[config.mk]
export PLATFORM = sky130hd
export DESIGN_NAME = whitespace_word_splitter
export DESIGN_NICKNAME = d
export VERILOG_FILES = /design/src/design/wws_pkg.sv /design/src/design/whitespace_word_splitter.sv /design/src/design/wws_queue.sv
export SDC_FILE = /design/constraint.sdc
export NUM_CORES = 1
export LEC_CHECK = 0
export BUFFER_PORTS_ARGS = -buffer_cell sky130_fd_sc_hd__buf_4
export CORE_MARGIN = 4
export CORE_UTILIZATION = 60
export CTS_CLUSTER_SIZE = 40
export DETAILED_ROUTE_END_ITERATION = 10
export GPL_TIMING_DRIVEN = 0
export PLACE_DENSITY_LB_ADDON = 0.2
export SYNTH_ARGS = -nofsm -noshare
export SYNTH_HDL_FRONTEND = slang
export SYNTH_SLANG_ARGS = --single-unit
[constraint.sdc]
create_clock -name clk -period 11.2 [get_ports clk]
set_clock_uncertainty 0.15 [all_clocks]
set_input_delay 2.24 -clock clk [delete_from_list [all_inputs] [get_ports clk]]
set_output_delay 2.24 -clock clk [all_outputs]
set_load 0.01 [all_outputs]
[src/design/wws_pkg.sv]
`timescale 1ns / 1ps
`default_nettype none
// Shared types, codes and helpers for the whitespace word splitter.
// Used by wws_queue and whitespace_word_splitter; depends on nothing else.

package wws_pkg;

  // Width of the internal word byte counter, word counter and longest length.
  localparam int COUNT_BITS = 16;

  // Result queue depth; an input beat may push two results.
  localparam int Q_DEPTH  = 4;
  localparam int Q_PTR_W  = $clog2(Q_DEPTH);
  localparam int Q_FILL_W = $clog2(Q_DEPTH + 1);

  localparam int CFG_W    = 16;
  localparam int CP_W     = 21;
  localparam int IN_DATA_W  = 24;
  localparam int OUT_DATA_W = 96;

  // Configuration register indexes.
  localparam logic CFG_BUFFER_BYTES = 1'b0;
  localparam logic CFG_BUFFER_SLOTS = 1'b1;

  // Input kinds.
  localparam logic KIND_CHAR = 1'b0;
  localparam logic KIND_END  = 1'b1;

  // Result events.
  localparam logic [1:0] EV_CHAR  = 2'd0;
  localparam logic [1:0] EV_WORD  = 2'd1;
  localparam logic [1:0] EV_SPACE = 2'd2;
  localparam logic [1:0] EV_DONE  = 2'd3;

  // Character codes.
  localparam logic [CP_W-1:0] CP_TAB   = 21'h9;
  localparam logic [CP_W-1:0] CP_LF    = 21'hA;
  localparam logic [CP_W-1:0] CP_VT    = 21'hB;
  localparam logic [CP_W-1:0] CP_FF    = 21'hC;
  localparam logic [CP_W-1:0] CP_CR    = 21'hD;
  localparam logic [CP_W-1:0] CP_SPACE = 21'h20;
  localparam logic [CP_W-1:0] CP_MAX1  = 21'h7F;
  localparam logic [CP_W-1:0] CP_MAX2  = 21'h7FF;
  localparam logic [CP_W-1:0] CP_MAX3  = 21'hFFFF;

  typedef logic [COUNT_BITS-1:0] count_t;

  typedef struct packed {
    logic [1:0]      event_res;
    logic            stored;
    logic [15:0]     word_index;
    logic [15:0]     byte_offset;
    logic [2:0]      byte_length;
    logic [CP_W-1:0] char_value;
    logic [15:0]     words_found;
    logic [15:0]     longest_word;
    logic            last;
  } result_t;

  // Saturating add of a small increment to a counter.
  function automatic count_t sat_add(count_t a, logic [2:0] b);
    logic [COUNT_BITS:0] s;
    s = {1'b0, a} + (COUNT_BITS + 1)'(b);
    return s[COUNT_BITS] ? '1 : s[COUNT_BITS-1:0];
  endfunction

  // Low 16 bits of a counter, whatever its width.
  function automatic logic [15:0] low16(count_t a);
    logic [31:0] w;
    w = 32'(a);
    return w[15:0];
  endfunction

  function automatic logic is_space(logic [CP_W-1:0] cp);
    return (cp == CP_TAB) || (cp == CP_LF) || (cp == CP_VT) ||
           (cp == CP_FF) || (cp == CP_CR) || (cp == CP_SPACE);
  endfunction

  function automatic logic [2:0] utf8_size(logic [CP_W-1:0] cp);
    if (cp > CP_MAX3) return 3'd4;
    if (cp > CP_MAX2) return 3'd3;
    if (cp > CP_MAX1) return 3'd2;
    return 3'd1;
  endfunction

endpackage

`default_nettype wire

[src/design/whitespace_word_splitter.sv]
`timescale 1ns / 1ps
`default_nettype none
// Top level of the whitespace word splitter: word state, result building and
// the configuration registers. Depends on wws_pkg and wws_queue.
//
//  channel  | direction | handshake         | payload
//  ---------+-----------+-------------------+------------------------------------
//  s_*      | in        | s_tvalid/s_tready | tuser kind, tdata code point
//  m_*      | out       | m_tvalid/m_tready | tuser event, tdata result, tlast
//  cfg_*    | in        | cfg_valid/ready   | cfg_index, cfg_data
//
// One input beat is taken per cycle while s_tready is high; its results are built
// in the same cycle and land in a four-entry result queue, so the output is always
// registered. An end of string that closes an open word gives two output beats,
// all others give one; the sustained rate is therefore set by the output side.
// s_tready is high while the queue has room for two results, so a stalled
// output holds at most four results before input stops.

module whitespace_word_splitter (
  input  wire                               clk,
  input  wire                               rst,
  input  wire                               s_tvalid,
  output logic                              s_tready,
  input  wire  [wws_pkg::IN_DATA_W-1:0]     s_tdata,   // [20:0] code_point, [23:21] zero
  input  wire                               s_tuser,   // [0] kind
  output logic                              m_tvalid,
  input  wire                               m_tready,
  output logic [wws_pkg::OUT_DATA_W-1:0]    m_tdata,   // [0] stored, [16:1] word_index,
                                                       // [32:17] byte_offset,
                                                       // [35:33] byte_length,
                                                       // [56:36] char_value,
                                                       // [72:57] words_found,
                                                       // [88:73] longest_word, rest zero
  output logic [1:0]                        m_tuser,   // [1:0] event_res
  output logic                              m_tlast,   // last
  input  wire                               cfg_valid,
  output logic                              cfg_ready,
  input  wire                               cfg_index,
  input  wire  [wws_pkg::CFG_W-1:0]         cfg_data
);
  import wws_pkg::*;

  logic [CFG_W-1:0] buffer_bytes;
  logic [CFG_W-1:0] buffer_slots;

  logic   inside_word;
  count_t word_bytes;
  count_t word_count;
  count_t longest_seen;

  logic   inside_word_next;
  count_t word_bytes_next;
  count_t word_count_next;
  count_t longest_seen_next;

  logic            accept;
  logic [CP_W-1:0] cp;
  logic            space;
  logic [2:0]      size;
  count_t          bytes_added;
  count_t          total;
  count_t          longest_after;
  count_t          count_after;
  logic [15:0]     term_offset;
  logic            term_stored;
  logic            char_stored;

  result_t word_res;
  result_t res0;
  result_t res1;
  logic    push1;
  result_t head;
  logic    q_not_empty;
  logic    q_room2;

  assign cfg_ready = 1'b1;
  assign accept    = s_tvalid && s_tready;
  assign s_tready  = q_room2;
  assign cp        = s_tdata[CP_W-1:0];
  assign space     = is_space(cp);
  assign size      = utf8_size(cp);

  always_ff @(posedge clk) begin
    if (rst) begin
      buffer_bytes <= CFG_W'(64);
      buffer_slots <= CFG_W'(16);
    end else if (cfg_valid && cfg_ready) begin
      case (cfg_index)
        CFG_BUFFER_BYTES: buffer_bytes <= cfg_data;
        CFG_BUFFER_SLOTS: buffer_slots <= cfg_data;
        default: ;
      endcase
    end
  end

  // Word end: terminator at min(bytes, length - 1), nothing when length is zero.
  always_comb begin
    total         = sat_add(word_bytes, 3'd1);
    longest_after = (total > longest_seen) ? total : longest_seen;
    count_after   = sat_add(word_count, 3'd1);
    term_stored   = (32'(word_count) < 32'(buffer_slots)) && (buffer_bytes != '0);
    if (buffer_bytes == '0) begin
      term_offset = '0;
    end else if (32'(word_bytes) >= 32'(buffer_bytes)) begin
      term_offset = buffer_bytes - 16'd1;
    end else begin
      term_offset = low16(word_bytes);
    end
    bytes_added = sat_add(word_bytes, size);
    char_stored = (32'(word_count) < 32'(buffer_slots)) &&
                  (32'(bytes_added) < 32'(buffer_bytes));

    word_res              = '0;
    word_res.event_res    = EV_WORD;
    word_res.stored       = term_stored;
    word_res.word_index   = low16(word_count);
    word_res.byte_offset  = term_offset;
    word_res.last         = 1'b1;
  end

  always_comb begin
    res0              = '0;
    res1              = '0;
    push1             = 1'b0;
    inside_word_next  = inside_word;
    word_bytes_next   = word_bytes;
    word_count_next   = word_count;
    longest_seen_next = longest_seen;
    if (s_tuser == KIND_END) begin
      // Done result carries the counts after any word that it closes.
      res1.event_res    = EV_DONE;
      res1.last         = 1'b1;
      if (inside_word) begin
        res0              = word_res;
        res0.last         = 1'b0;
        res1.words_found  = low16(count_after);
        res1.longest_word = low16(longest_after);
        push1             = 1'b1;
      end else begin
        res0              = res1;
        res0.words_found  = low16(word_count);
        res0.longest_word = low16(longest_seen);
      end
      inside_word_next  = 1'b0;
      word_bytes_next   = '0;
      word_count_next   = '0;
      longest_seen_next = '0;
    end else if (space) begin
      if (inside_word) begin
        res0              = word_res;
        inside_word_next  = 1'b0;
        word_bytes_next   = '0;
        word_count_next   = count_after;
        longest_seen_next = longest_after;
      end else begin
        res0.event_res   = EV_SPACE;
        res0.word_index  = low16(word_count);
        res0.byte_offset = low16(word_bytes);
        res0.char_value  = cp;
        res0.last        = 1'b1;
      end
    end else begin
      res0.event_res   = EV_CHAR;
      res0.stored      = char_stored;
      res0.word_index  = low16(word_count);
      res0.byte_offset = low16(word_bytes);
      res0.byte_length = size;
      res0.char_value  = cp;
      res0.last        = 1'b1;
      inside_word_next = 1'b1;
      word_bytes_next  = bytes_added;
    end
  end

  always_ff @(posedge clk) begin
    if (rst) begin
      inside_word  <= 1'b0;
      word_bytes   <= '0;
      word_count   <= '0;
      longest_seen <= '0;
    end else if (accept) begin
      inside_word  <= inside_word_next;
      word_bytes   <= word_bytes_next;
      word_count   <= word_count_next;
      longest_seen <= longest_seen_next;
    end
  end

  wws_queue u_queue (
    .clk       (clk),
    .rst       (rst),
    .push0     (accept),
    .data0     (res0),
    .push1     (push1),
    .data1     (res1),
    .pop       (m_tready),
    .head      (head),
    .not_empty (q_not_empty),
    .room2     (q_room2)
  );

  assign m_tvalid = q_not_empty;
  assign m_tuser  = head.event_res;
  assign m_tlast  = head.last;
  assign m_tdata  = {7'd0, head.longest_word, head.words_found, head.char_value,
                     head.byte_length, head.byte_offset, head.word_index, head.stored};

  // An open word always holds at least one byte.
  a_open_word_bytes: assert property (@(posedge clk) disable iff (rst)
    inside_word |-> (word_bytes != '0))
    else $error("open word with zero bytes");

  // A longest length is only recorded when a word has been counted.
  a_longest_needs_word: assert property (@(posedge clk) disable iff (rst)
    (longest_seen != '0) |-> (word_count != '0))
    else $error("longest length without a counted word");

  // End of string clears the word state for the next string.
  a_end_clears: assert property (@(posedge clk) disable iff (rst)
    (accept && s_tuser == KIND_END) |=>
      (!inside_word && word_count == '0 && longest_seen == '0))
    else $error("state not cleared after end of string");

  // The done beat is always the last result of its input beat.
  a_done_last: assert property (@(posedge clk) disable iff (rst)
    (m_tvalid && m_tuser == EV_DONE) |-> m_tlast)
    else $error("done beat without tlast");

endmodule

`default_nettype wire

[src/design/wws_queue.sv]
`timescale 1ns / 1ps
`default_nettype none
// Result queue of the word splitter: takes up to two results a cycle and
// hands out one a cycle while pop is high. Depends on wws_pkg.

module wws_queue (
  input  wire                      clk,
  input  wire                      rst,
  input  wire                      push0,
  input  wire wws_pkg::result_t    data0,
  input  wire                      push1,
  input  wire wws_pkg::result_t    data1,
  input  wire                      pop,
  output wws_pkg::result_t         head,
  output logic                     not_empty,
  output logic                     room2
);
  import wws_pkg::*;

  result_t             entries [Q_DEPTH];
  logic [Q_PTR_W-1:0]  wr_ptr;
  logic [Q_PTR_W-1:0]  rd_ptr;
  logic [Q_FILL_W-1:0] fill;
  logic [Q_FILL_W-1:0] fill_next;
  logic [Q_PTR_W-1:0]  wr_ptr1;
  logic                do_pop;

  assign wr_ptr1   = wr_ptr + Q_PTR_W'(1);
  assign not_empty = (fill != '0);
  assign room2     = (fill <= Q_FILL_W'(Q_DEPTH - 2));
  assign head      = entries[rd_ptr];
  assign do_pop    = pop && not_empty;

  always_comb begin
    fill_next = fill + Q_FILL_W'(push0) + Q_FILL_W'(push0 && push1) - Q_FILL_W'(do_pop);
  end

  always_ff @(posedge clk) begin
    if (push0) begin
      entries[wr_ptr] <= data0;
    end
    if (push0 && push1) begin
      entries[wr_ptr1] <= data1;
    end
  end

  always_ff @(posedge clk) begin
    if (rst) begin
      wr_ptr <= '0;
      rd_ptr <= '0;
      fill   <= '0;
    end else begin
      if (push0 && push1) begin
        wr_ptr <= wr_ptr + Q_PTR_W'(2);
      end else if (push0) begin
        wr_ptr <= wr_ptr1;
      end
      if (do_pop) begin
        rd_ptr <= rd_ptr + Q_PTR_W'(1);
      end
      fill <= fill_next;
    end
  end

endmodule

`default_nettype wire

# Word-level counts from Yosys, hierarchy flattened
# Memory sizes are Yosys's and may differ from the RTL's. A register that Yosys moved wholly into a read port is not among the register bits.
# Cells that the tools add are included.
# word_totals
ff_bits	88
mem_bits_rw	368
input_bits	47
output_inout_bits	102
elab_cells	105
memories	1
# mem_list
name	words	word_bits	rd	rd_clocked_by_memory_dff	wr	line_no	rtl
u_queue.entries	4	92	1	1	2	wws_queue.sv:20	result_t entries [Q_DEPTH];
# classes
add_sub_neg	10
magnitude_cmp	8
n_eq_ne	7
n_mux	49
bitwise	1
n_reduce_logical	20
# op_table
operator	n
16-bit 2-to-1 mux	16
92-bit 2-to-1 mux	2
21-bit by 4-bit equality test with 1-bit output (second input constant)	5
59-bit 2-to-1 mux	1
16-bit by 1-bit adder with 17-bit output (second input constant)	2
33-bit 2-to-1 mux	1
16-bit less-than comparator	2
32-bit 2-to-1 mux	1
21-bit by 6-bit equality test with 1-bit output (second input constant)	1
21-bit by 11-bit greater-than comparator with 1-bit output (second input constant)	1
21-bit by 16-bit greater-than comparator with 1-bit output (second input constant)	1
21-bit by 7-bit greater-than comparator with 1-bit output (second input constant)	1
21-bit 2-to-1 mux	1
3-bit 2-to-1 mux	6
16-bit by 3-bit adder with 17-bit output	1
16-bit greater-or-equal comparator	1
16-bit greater-than comparator	1
16-bit zero test	1
16-bit nonzero test	1
16-bit by 1-bit subtractor with 16-bit output (second input constant)	1
1-bit 2-to-1 mux	15
2-bit 2-to-1 mux	6
3-bit by 1-bit adder with 3-bit output	2
2-bit AND reduction	3
11 further kinds	22

# Logic depth before layout (Yosys ltp)
# Gate-level depths: netlist of run 1.
# logic_depth
depth_word	14
depth_mapped	19
ltp_nobuf	18

# By module
# From an unflattened synthesis of run 1, not the netlist that was laid out.
# hier_totals
cells_unflattened	1947
area_unflattened_um2	26223.9
# modules_own_cells
module	instances	cells_per_inst	area_each_um2	seq_area_each_um2
wws_queue	1	948	19040.8	11230.8
whitespace_word_splitter	1	999	7183.1	1621.6

# Least setup slack after synthesis of run 1
# Ideal clock, no wire load.
# synth_timing
kind	input to register
start	input s_tdata[12] (netlist name)
end	memory u_queue.entries[0][89] (netlist name)
setup_ns	0.060
arrival_time_ns	6.170
t_required_ns	10.990
setup_slack_ns	4.820
stages	18
path_buffers	2
path_cell_list	or4_4 -> nor2_1 -> a21oi_1 -> ha_1 -> fa_1 -> a21o_1 -> and3b_1 -> nand2b_1 -> clkbuf_1 -> clkbuf_1 -> nand2_1 -> ha_1 -> a21o_1 -> a211o_1 -> a211o_1 -> o211ai_1 -> o2111a_1 -> a32o_1
# synth_lines
element	line_no	rtl
from (decl)	whitespace_word_splitter.sv:24	input wire [wws_pkg::IN_DATA_W-1:0] s_tdata,
to (decl)	wws_queue.sv:20	

==> flow_metrics.env, run 1 <==
export IMPL_clk_latency_ns=0.61
export IMPL_ant_nets=0
export IMPL_reg2reg_slack_ns=5.36
export IMPL_hold_start="u_queue.entries[3][50]$_SDFFE_PP0P_"
export IMPL_core_area_sq_um=36900
export IMPL_ir_drop_mv=0.191
export IMPL_final_util_pct=70.1
export IMPL_setup_viol_count_final=0
export IMPL_cts_hold_buffers=0
export IMPL_drt_first_pass_iters=7
export IMPL_slew_headroom_pct=13.4
export IMPL_crit_required_ns=11.59
export IMPL_filler_cell_count=2824
export IMPL_grt_pass1_vias=20200
export IMPL_cts_root_buf="clkbuf_16"
export IMPL_timing_max_cap_violations=0
export IMPL_r2r_cells=16
export IMPL_synth_cell_types=70
export IMPL_holdPathStages=2
export IMPL_clk_pin_slew_ns=0.06
export IMPL_end_kind="register"
export IMPL_drive_above_1_share_pct=13.5
export IMPL_nNetsFinal=2749
export IMPL_fin_tns_setup_ns=0
export IMPL_yosys_register_bits=458
export IMPL_drtIter0Drc=2782
export IMPL_rsz0062_at_grt="false"
export IMPL_cts_setup_buffers=0
export IMPL_cts_tree="built"
export IMPL_cts_num_sinks=458
export IMPL_worstReg2RegEnd="u_queue.entries[0][15]$_DFFE_PP_"
export IMPL_ctsResizeCount=0
export IMPL_synthArstFlopShare_pct=0
export IMPL_p_per_area_nw_per_um2=208
export IMPL_hold_viol_final=0
export IMPL_initial_core_util_pct=61.4
export IMPL_worst_slew_pin_slew_ns=1.29
export IMPL_post_route_period_util_pct=65.7
export IMPL_wl_per_cell_microns=23.6
export IMPL_synth_ff_type="dfxtp_1"
export IMPL_core_rowCount=70
export IMPL_r2r_start="word_bytes[6]$_SDFFE_PP0P_"
export IMPL_status="finished clean"
export IMPL_gr_usage_all_layers_pct=35.6
export IMPL_clockBufferDepth=3
export IMPL_grt_max_degree=36
export IMPL_worstHoldPathType="register to register"
export IMPL_grt_overflow=0
export IMPL_cp_max_fo=10
export IMPL_netlist_instances=2430
export IMPL_dieArea_sq_um=40900
export IMPL_syn_area_per_cell_sq_um=9.31
export IMPL_ctsHtreeMaxLevel=2
export IMPL_place_congestion=1.02
export IMPL_start_kind="input port"
export IMPL_die_y_microns=202
export IMPL_slew_violations=0
export IMPL_grt_pass1_wl_mm=115
export IMPL_num_vias=20800
export IMPL_ios=149
export IMPL_worst_setup_path_type="input port to register"
export IMPL_drc_errors=0
export IMPL_areaGrowthSynthToFinish_pct=14.2
export IMPL_syn_area_sq_um=22600
export IMPL_arrival_ns=7.74
export IMPL_postRouteWirelength_mm=74.6
export IMPL_vias_per_cell=6.57
export IMPL_worst_hold_path_endpoint="u_queue.entries[3][50]$_SDFFE_PP0P_"
export IMPL_layout_min_cycle_time_ns=7.36
export IMPL_antenna_found_initial=2
export IMPL_ys_warn_count=0
export IMPL_leakagePower_nw=9.08
export IMPL_synth_edf_count=140
export IMPL_maxClockFrequency_ghz=0.136
export IMPL_cts_made_buffers=47
export IMPL_hpwlAfterDp_mm=53.4
export IMPL_synth_seq_area_share_pct=46.7
export IMPL_dieWidth_microns=202
export IMPL_io_buffers=137
-- flip-flops by register name (all words and copies together) (netlist names), 3 cells and up, named ones only --
name             cells
buffer_bytes        16
buffer_slots        16
longest_seen        16
u_queue.entries    368
u_queue.fill         3
word_bytes          16
word_count          16
-- cell families (layout without fill, tap and decap cells) --
group | Yosys count | count (layout) | share of synthesized area [%]
compound gates | 653 | 653 | 16.7
mux | 99 | 99 | 9.48
simple gates | 811 | 811 | 16.0
buf+inv | 286 | 509 | 4.93
flops | 458 | 458 | 46.7
fa+ha+maj | 80 | 80 | 4.52
xor+xnor | 41 | 41 | 1.59
other cells | 2 | 9 | 0.0332
-- cell type report --
| type | count | area [sq um] | share of cell area (%) |
|---|---|---|---|
| Multi-Input combinational cell | 1692 | 11000 | 42.4 |
| Sequential cell | 458 | 10600 | 40.9 |
| Clock buffer | 65 | 1370 | 5.29 |
| Timing Repair Buffer | 137 | 1030 | 3.98 |
| Buffer | 209 | 827 | 3.20 |
| Tap cell | 504 | 631 | 2.44 |
| Inverter | 77 | 289 | 1.12 |
| Clock inverter | 21 | 168 | 0.649 |
| Antenna cell | 1 | 2.50 | 0.00968 |
-- stage by stage --
step | area [sq um] | cells | power (W) | hold WS, ns | worst slack, ns
after floorplan | 22700 | 2436 | 0.00315 | 0.283 | 4.82
final | 25800 | 3164 | 0.00537 | 0.303 | 3.84
after global placement | 24300 | 3077 | 0.00373 | 0.288 | 3.50
after detailed placement | 24300 | 3077 | 0.00378 | 0.295 | 3.43
after global routing | 25800 | 3164 | 0.00559 | 0.320 | 3.73
after CTS | 25800 | 3163 | 0.00534 | 0.303 | 4.02
-- worst max path at each step --
stage | startpoint | end | slack [ns]
2_1_floorplan | s_tdata[12] | u_queue.entries[0][89]$_SDFFE_PP0P_ | 4.82
3_3_place_gp | s_tdata[7] | u_queue.entries[2][89]$_SDFFE_PP0P_ | 3.50
3_5_place_dp | s_tdata[7] | u_queue.entries[1][89]$_SDFFE_PP0P_ | 3.43
4_1_cts | s_tdata[7] | u_queue.entries[1][89]$_SDFFE_PP0P_ | 4.02
5_1_grt | s_tdata[7] | u_queue.entries[1][89]$_SDFFE_PP0P_ | 3.73
6_report | s_tdata[7] | u_queue.entries[1][89]$_SDFFE_PP0P_ | 3.84
-- per-layer routing --
metal	global-route usage [%]	vias up	part of all wire [%]
met4	16.2	2	5.3
met5	0	-	0.017
met1	48.2	9821	37
li1	-	9162	-
met2	54.7	1507	44
met3	8.66	284	13
-- worst max-delay path: stages --
cell and delay (ns):
buf_4 0.13, or4_1 0.64, nor3_1 0.49, nor2_1 0.17, fa_1 0.46, a21o_1 0.25, and3b_1 0.26, nand2b_1 0.09
clkbuf_1 0.38, clkbuf_1 0.45, nand2_1 0.12, ha_1 0.32, a21o_1 0.19, a211o_1 0.30, a211o_1 0.29, o211ai_1 0.37
o2111a_1 0.38, a32o_1 0.19
-- placed cells by master (no fill, tap or decap), types with 6 or more instances in the layout --
cell type,count
nand2_1,400
xnor2_1,26
buf_4,146
or3_1,16
a221oi_1,8
nor3_1,29
o21ai_0,164
clkinv_2,12
and2_1,6
conb_1,8
a31oi_1,7
ha_1,77
and3_1,11
or2_2,7
nand3_1,187
nand4_1,14
buf_1,26
dfxtp_1,318
clkbuf_16,49
clkbuf_8,8
nor4_1,6
edfxtp_1,140
xor2_1,15
a22o_1,8
a21o_1,16
inv_1,73
a22oi_1,16
nor2_1,97
mux4_2,92
o22ai_1,65
a21oi_1,296
a22oi_2,6
a32o_1,8
nor2b_1,10
clkbuf_1,180
o21ai_2,11
-- where the power goes --
group	internal (W)	switching [W]	leakage, nW	total, W
registers	0.00206	0.000157	3.76	0.00221
logic	0.000688	0.000892	4.55	0.00158
clock network	0.000899	0.000679	0.762	0.00158
-- cell usage after synthesis (8+ instances only) --
cell,number,share of area [%]
a221oi_1,8,0.31
xor2_1,15,0.58
a22oi_1,16,0.53
nand4_1,14,0.39
a21o_1,16,0.53
mux4_2,92,9.2
nand3_1,187,4.1
a32o_1,8,0.35
and3_1,11,0.30
inv_1,77,1.3
dfxtp_1,318,28
xnor2_1,26,1.0
edfxtp_1,140,19
a22o_1,8,0.31
or3_1,16,0.44
o22ai_1,65,1.8
ha_1,77,4.3
clkbuf_1,172,2.9
buf_4,9,0.30
o21ai_0,164,3.6
buf_1,26,0.43
nor3_1,29,0.64
o21ai_2,11,0.43
nor2b_1,10,0.28
a21oi_1,296,6.5
nand2_1,400,6.6
nor2_1,97,1.6
No activity file was read; power rests on OpenSTA's default activity.
==> inputs of run 2 (changes only) <==
ABC_AREA = 1   (was default)
clock period = 7.15 ns   (was 11.2 ns; I/O delays follow)
==> flow_metrics.env, run 2 <==
export IMPL_synth_most_common_cell="nand2_1"
export IMPL_drive_above_1_share_pct=10.4
export IMPL_synthXorXnorAreaFrac_pct=0.815
export IMPL_synth_ff_type="dfxtp_1"
export IMPL_netlist_instances=2918
export IMPL_yosysTopAreaCellShare_pct=28.2
export IMPL_drt_first_pass_iters=6
export IMPL_post_route_period_util_pct=77.3
export IMPL_place_congestion=0.993
export IMPL_yosys_register_bits=458
export IMPL_clk_pin_slew_ns=0.06
export IMPL_cts_setup_buffers=0
export IMPL_worstHoldPathType="register to register"
export IMPL_final_cells=3654
export IMPL_reg2reg_slack_ns=2.60
export IMPL_worst_slew_pin_slew_ns=1.35
export IMPL_postRouteWirelength_mm=80.5
export IMPL_synth_seq_area_share_pct=46.9
export IMPL_end_kind="output pin"
export IMPL_gr_usage_all_layers_pct=38.0
export IMPL_grt_max_degree=37
export IMPL_cts_num_sinks=458
export IMPL_rsz0062_at_grt="false"
export IMPL_initial_core_util_pct=61.2
export IMPL_status="finished clean"
export IMPL_wl_per_cell_microns=22.0
export IMPL_synth_area_leaders="dfxtp_1 (28%), edfxtp_1 (19%), nand2_1 (12%)"
export IMPL_dp_slack_ns=1.12
export IMPL_largest_reg_flops=368
export IMPL_nNetsFinal=3239
export IMPL_areaGrowthSynthToFinish_pct=14.5
export IMPL_cts_root_buf="clkbuf_16"
export IMPL_p_per_area_nw_per_um2=343
export IMPL_synthSimpleGateAreaFrac_pct=21.6
export IMPL_filler_cell_count=3027
export IMPL_grt_pass1_wl_mm=122
export IMPL_core_area_sq_um=36900
export IMPL_ys_warn_count=0
export IMPL_synth_top_cell_by_area="dfxtp_1"
export IMPL_num_vias=22800
export IMPL_hpwlAfterDp_mm=57.9
export IMPL_grt_overflow=0
export IMPL_finalWorstSetupSlack_ns=1.62
export IMPL_arrival_ns=3.95
export IMPL_cts_tree="built"
export IMPL_syn_area_sq_um=22600
export IMPL_cts_made_buffers=47
export IMPL_crit_required_ns=5.57
export IMPL_num_antenna_cells=0
export IMPL_drc_errors=0
export IMPL_mostFrequentLayoutCells="nand2_1 (731), o21ai_0 (432), dfxtp_1 (318), nor2_1 (263), o22ai_1 (216)"
export IMPL_drtIter0Drc=3182
export IMPL_cp_max_fo=10
export IMPL_hold_viol_final=0
export IMPL_ant_nets=0
export IMPL_synth_top_family_by_area="simple AND/OR/NAND/NOR gates"
export IMPL_layout_min_cycle_time_ns=5.53
export IMPL_antenna_found_initial=2
export IMPL_fin_tns_setup_ns=0
export IMPL_placement_cell_area_sq_um=24300
export IMPL_seq_area_sq_um=10600
export IMPL_setup_viol_count_final=0
export IMPL_synth_area_mux_share_pct=0
export IMPL_maxClockFrequency_ghz=0.181
export IMPL_clk_latency_ns=0.61
export IMPL_mostFrequentLayoutCell="nand2_1"
export IMPL_synth_compound_area_share_pct=19.3
export IMPL_worst_setup_path_type="register to output pin"
export IMPL_core_rowCount=70
export IMPL_leakagePower_nw=10.5
export IMPL_dieWidth_microns=202
export IMPL_ios=149
export IMPL_dieArea_sq_um=40800
export IMPL_top_register="u_queue.entries"
export IMPL_ctsHtreeMaxLevel=2
export IMPL_synth_cell_types=47
export IMPL_ir_drop_mv=0.220
export IMPL_slew_violations=0
export IMPL_syn_area_per_cell_sq_um=7.73
export IMPL_vias_per_cell=6.24
export IMPL_clockBufferDepth=3
export IMPL_fin_area_sq_um=25800
export IMPL_slew_headroom_pct=10.3
export IMPL_grt_pass1_vias=21800
export IMPL_io_buffers=136
export IMPL_synthAdderAreaFrac_pct=4.54
export IMPL_cts_hold_buffers=0
export IMPL_multi_input_comb_area_sq_um=10500
export IMPL_ctsResizeCount=0
export IMPL_start_kind="register"
export IMPL_synthArstFlopShare_pct=0
export IMPL_synth_edf_count=140
export IMPL_dpl_cell_count=3567
export IMPL_timing_max_cap_violations=0
export IMPL_die_y_microns=202
export IMPL_synth_commonest_cells="nand2_1 (734), o21ai_0 (432), dfxtp_1 (318)"
==> run 2: cell types whose count changed in the layout (fill, tap and decap cells not counted), moves of 21 or more <==
cell and delta:
o22ai_1 +151, buf_2 +37, nor2_1 +166, mux4_2 -92, nand2_1 +331, buf_1 -21, o21ai_0 +268, nand3_1 -71
inv_1 +82, xnor2_1 -23, clkbuf_1 -41, a21oi_1 -172
==> run 2: cells by family (layout without fill, tap and decap cells) <==
logic type      after synthesis  count (layout)
xor+xnor                     21              21
other cells                   2               8
simple gates               1191            1191
compound gates              802             802
fa+ha+maj                    80              80
flops                       458             458
buf+inv                     364             590
==> run 2: report_power, final <==
group / total (W) / internal, W / switching [W]
registers: 0.00322 / 0.00305 / 0.000172
logic: 0.00321 / 0.00104 / 0.00216
clock network: 0.00243 / 0.00134 / 0.00109
total: 0.00885 / 0.00543 / 0.00342
==> run 2: final cells by class <==
cell class | count | area share, %
tap | 504 | 2.44
clock buffer | 68 | 5.29
sequential | 458 | 40.9
buffer | 197 | 3.52
inverter | 167 | 2.43
multi-input combinational | 2102 | 40.6
clock inverter | 19 | 0.552
timing repair buffer | 139 | 4.24
==> run 2: critical path, stage by stage (launching register included) <==
cell	delay [ns]
dfxtp_1	0.42
clkbuf_1	0.47
inv_1	0.44
clkbuf_1	0.76
clkbuf_1	0.52
o21ai_0	0.15
o22ai_1	0.37
buf_4	0.20
==> run 2: worst paths after layout <==
| path | to | start | cells after the start |
|---|---|---|---|
| max reg2reg | u_queue.entries[0][13]$_DFFE_PP_ | word_bytes[1]$_SDFFE_PP0P_ | 17 |
| max | m_tdata[16] | register | 7 |
| min reg2reg | u_queue.entries[2][72]$_SDFFE_PP0P_ | u_queue.entries[2][72]$_SDFFE_PP0P_ | 2 |
| min | u_queue.entries[2][72]$_SDFFE_PP0P_ | u_queue.entries[2][72]$_SDFFE_PP0P_ | 2 |
==> run 2: through the flow <==
stage	util [%]	hold WS (ns)	total power, W
final	70.0	0.300	0.00885
after global routing	70.0	0.316	0.00924
after CTS	70.0	0.300	0.00874
after detailed placement	65.9	0.285	0.00636
after global placement	65.7	0.281	0.00625
after floorplan	-	0.271	0.00508
==> run 2: metal layers <==
metal  global-route usage [%]  vias up  part of all wire, %
li1                         -    10300                    -
met1                     48.8    10600                   37
met2                     61.6     1556                   46
met3                     7.73      303                   12
met4                     18.5        2                  5.5
met5                        0        -                0.016
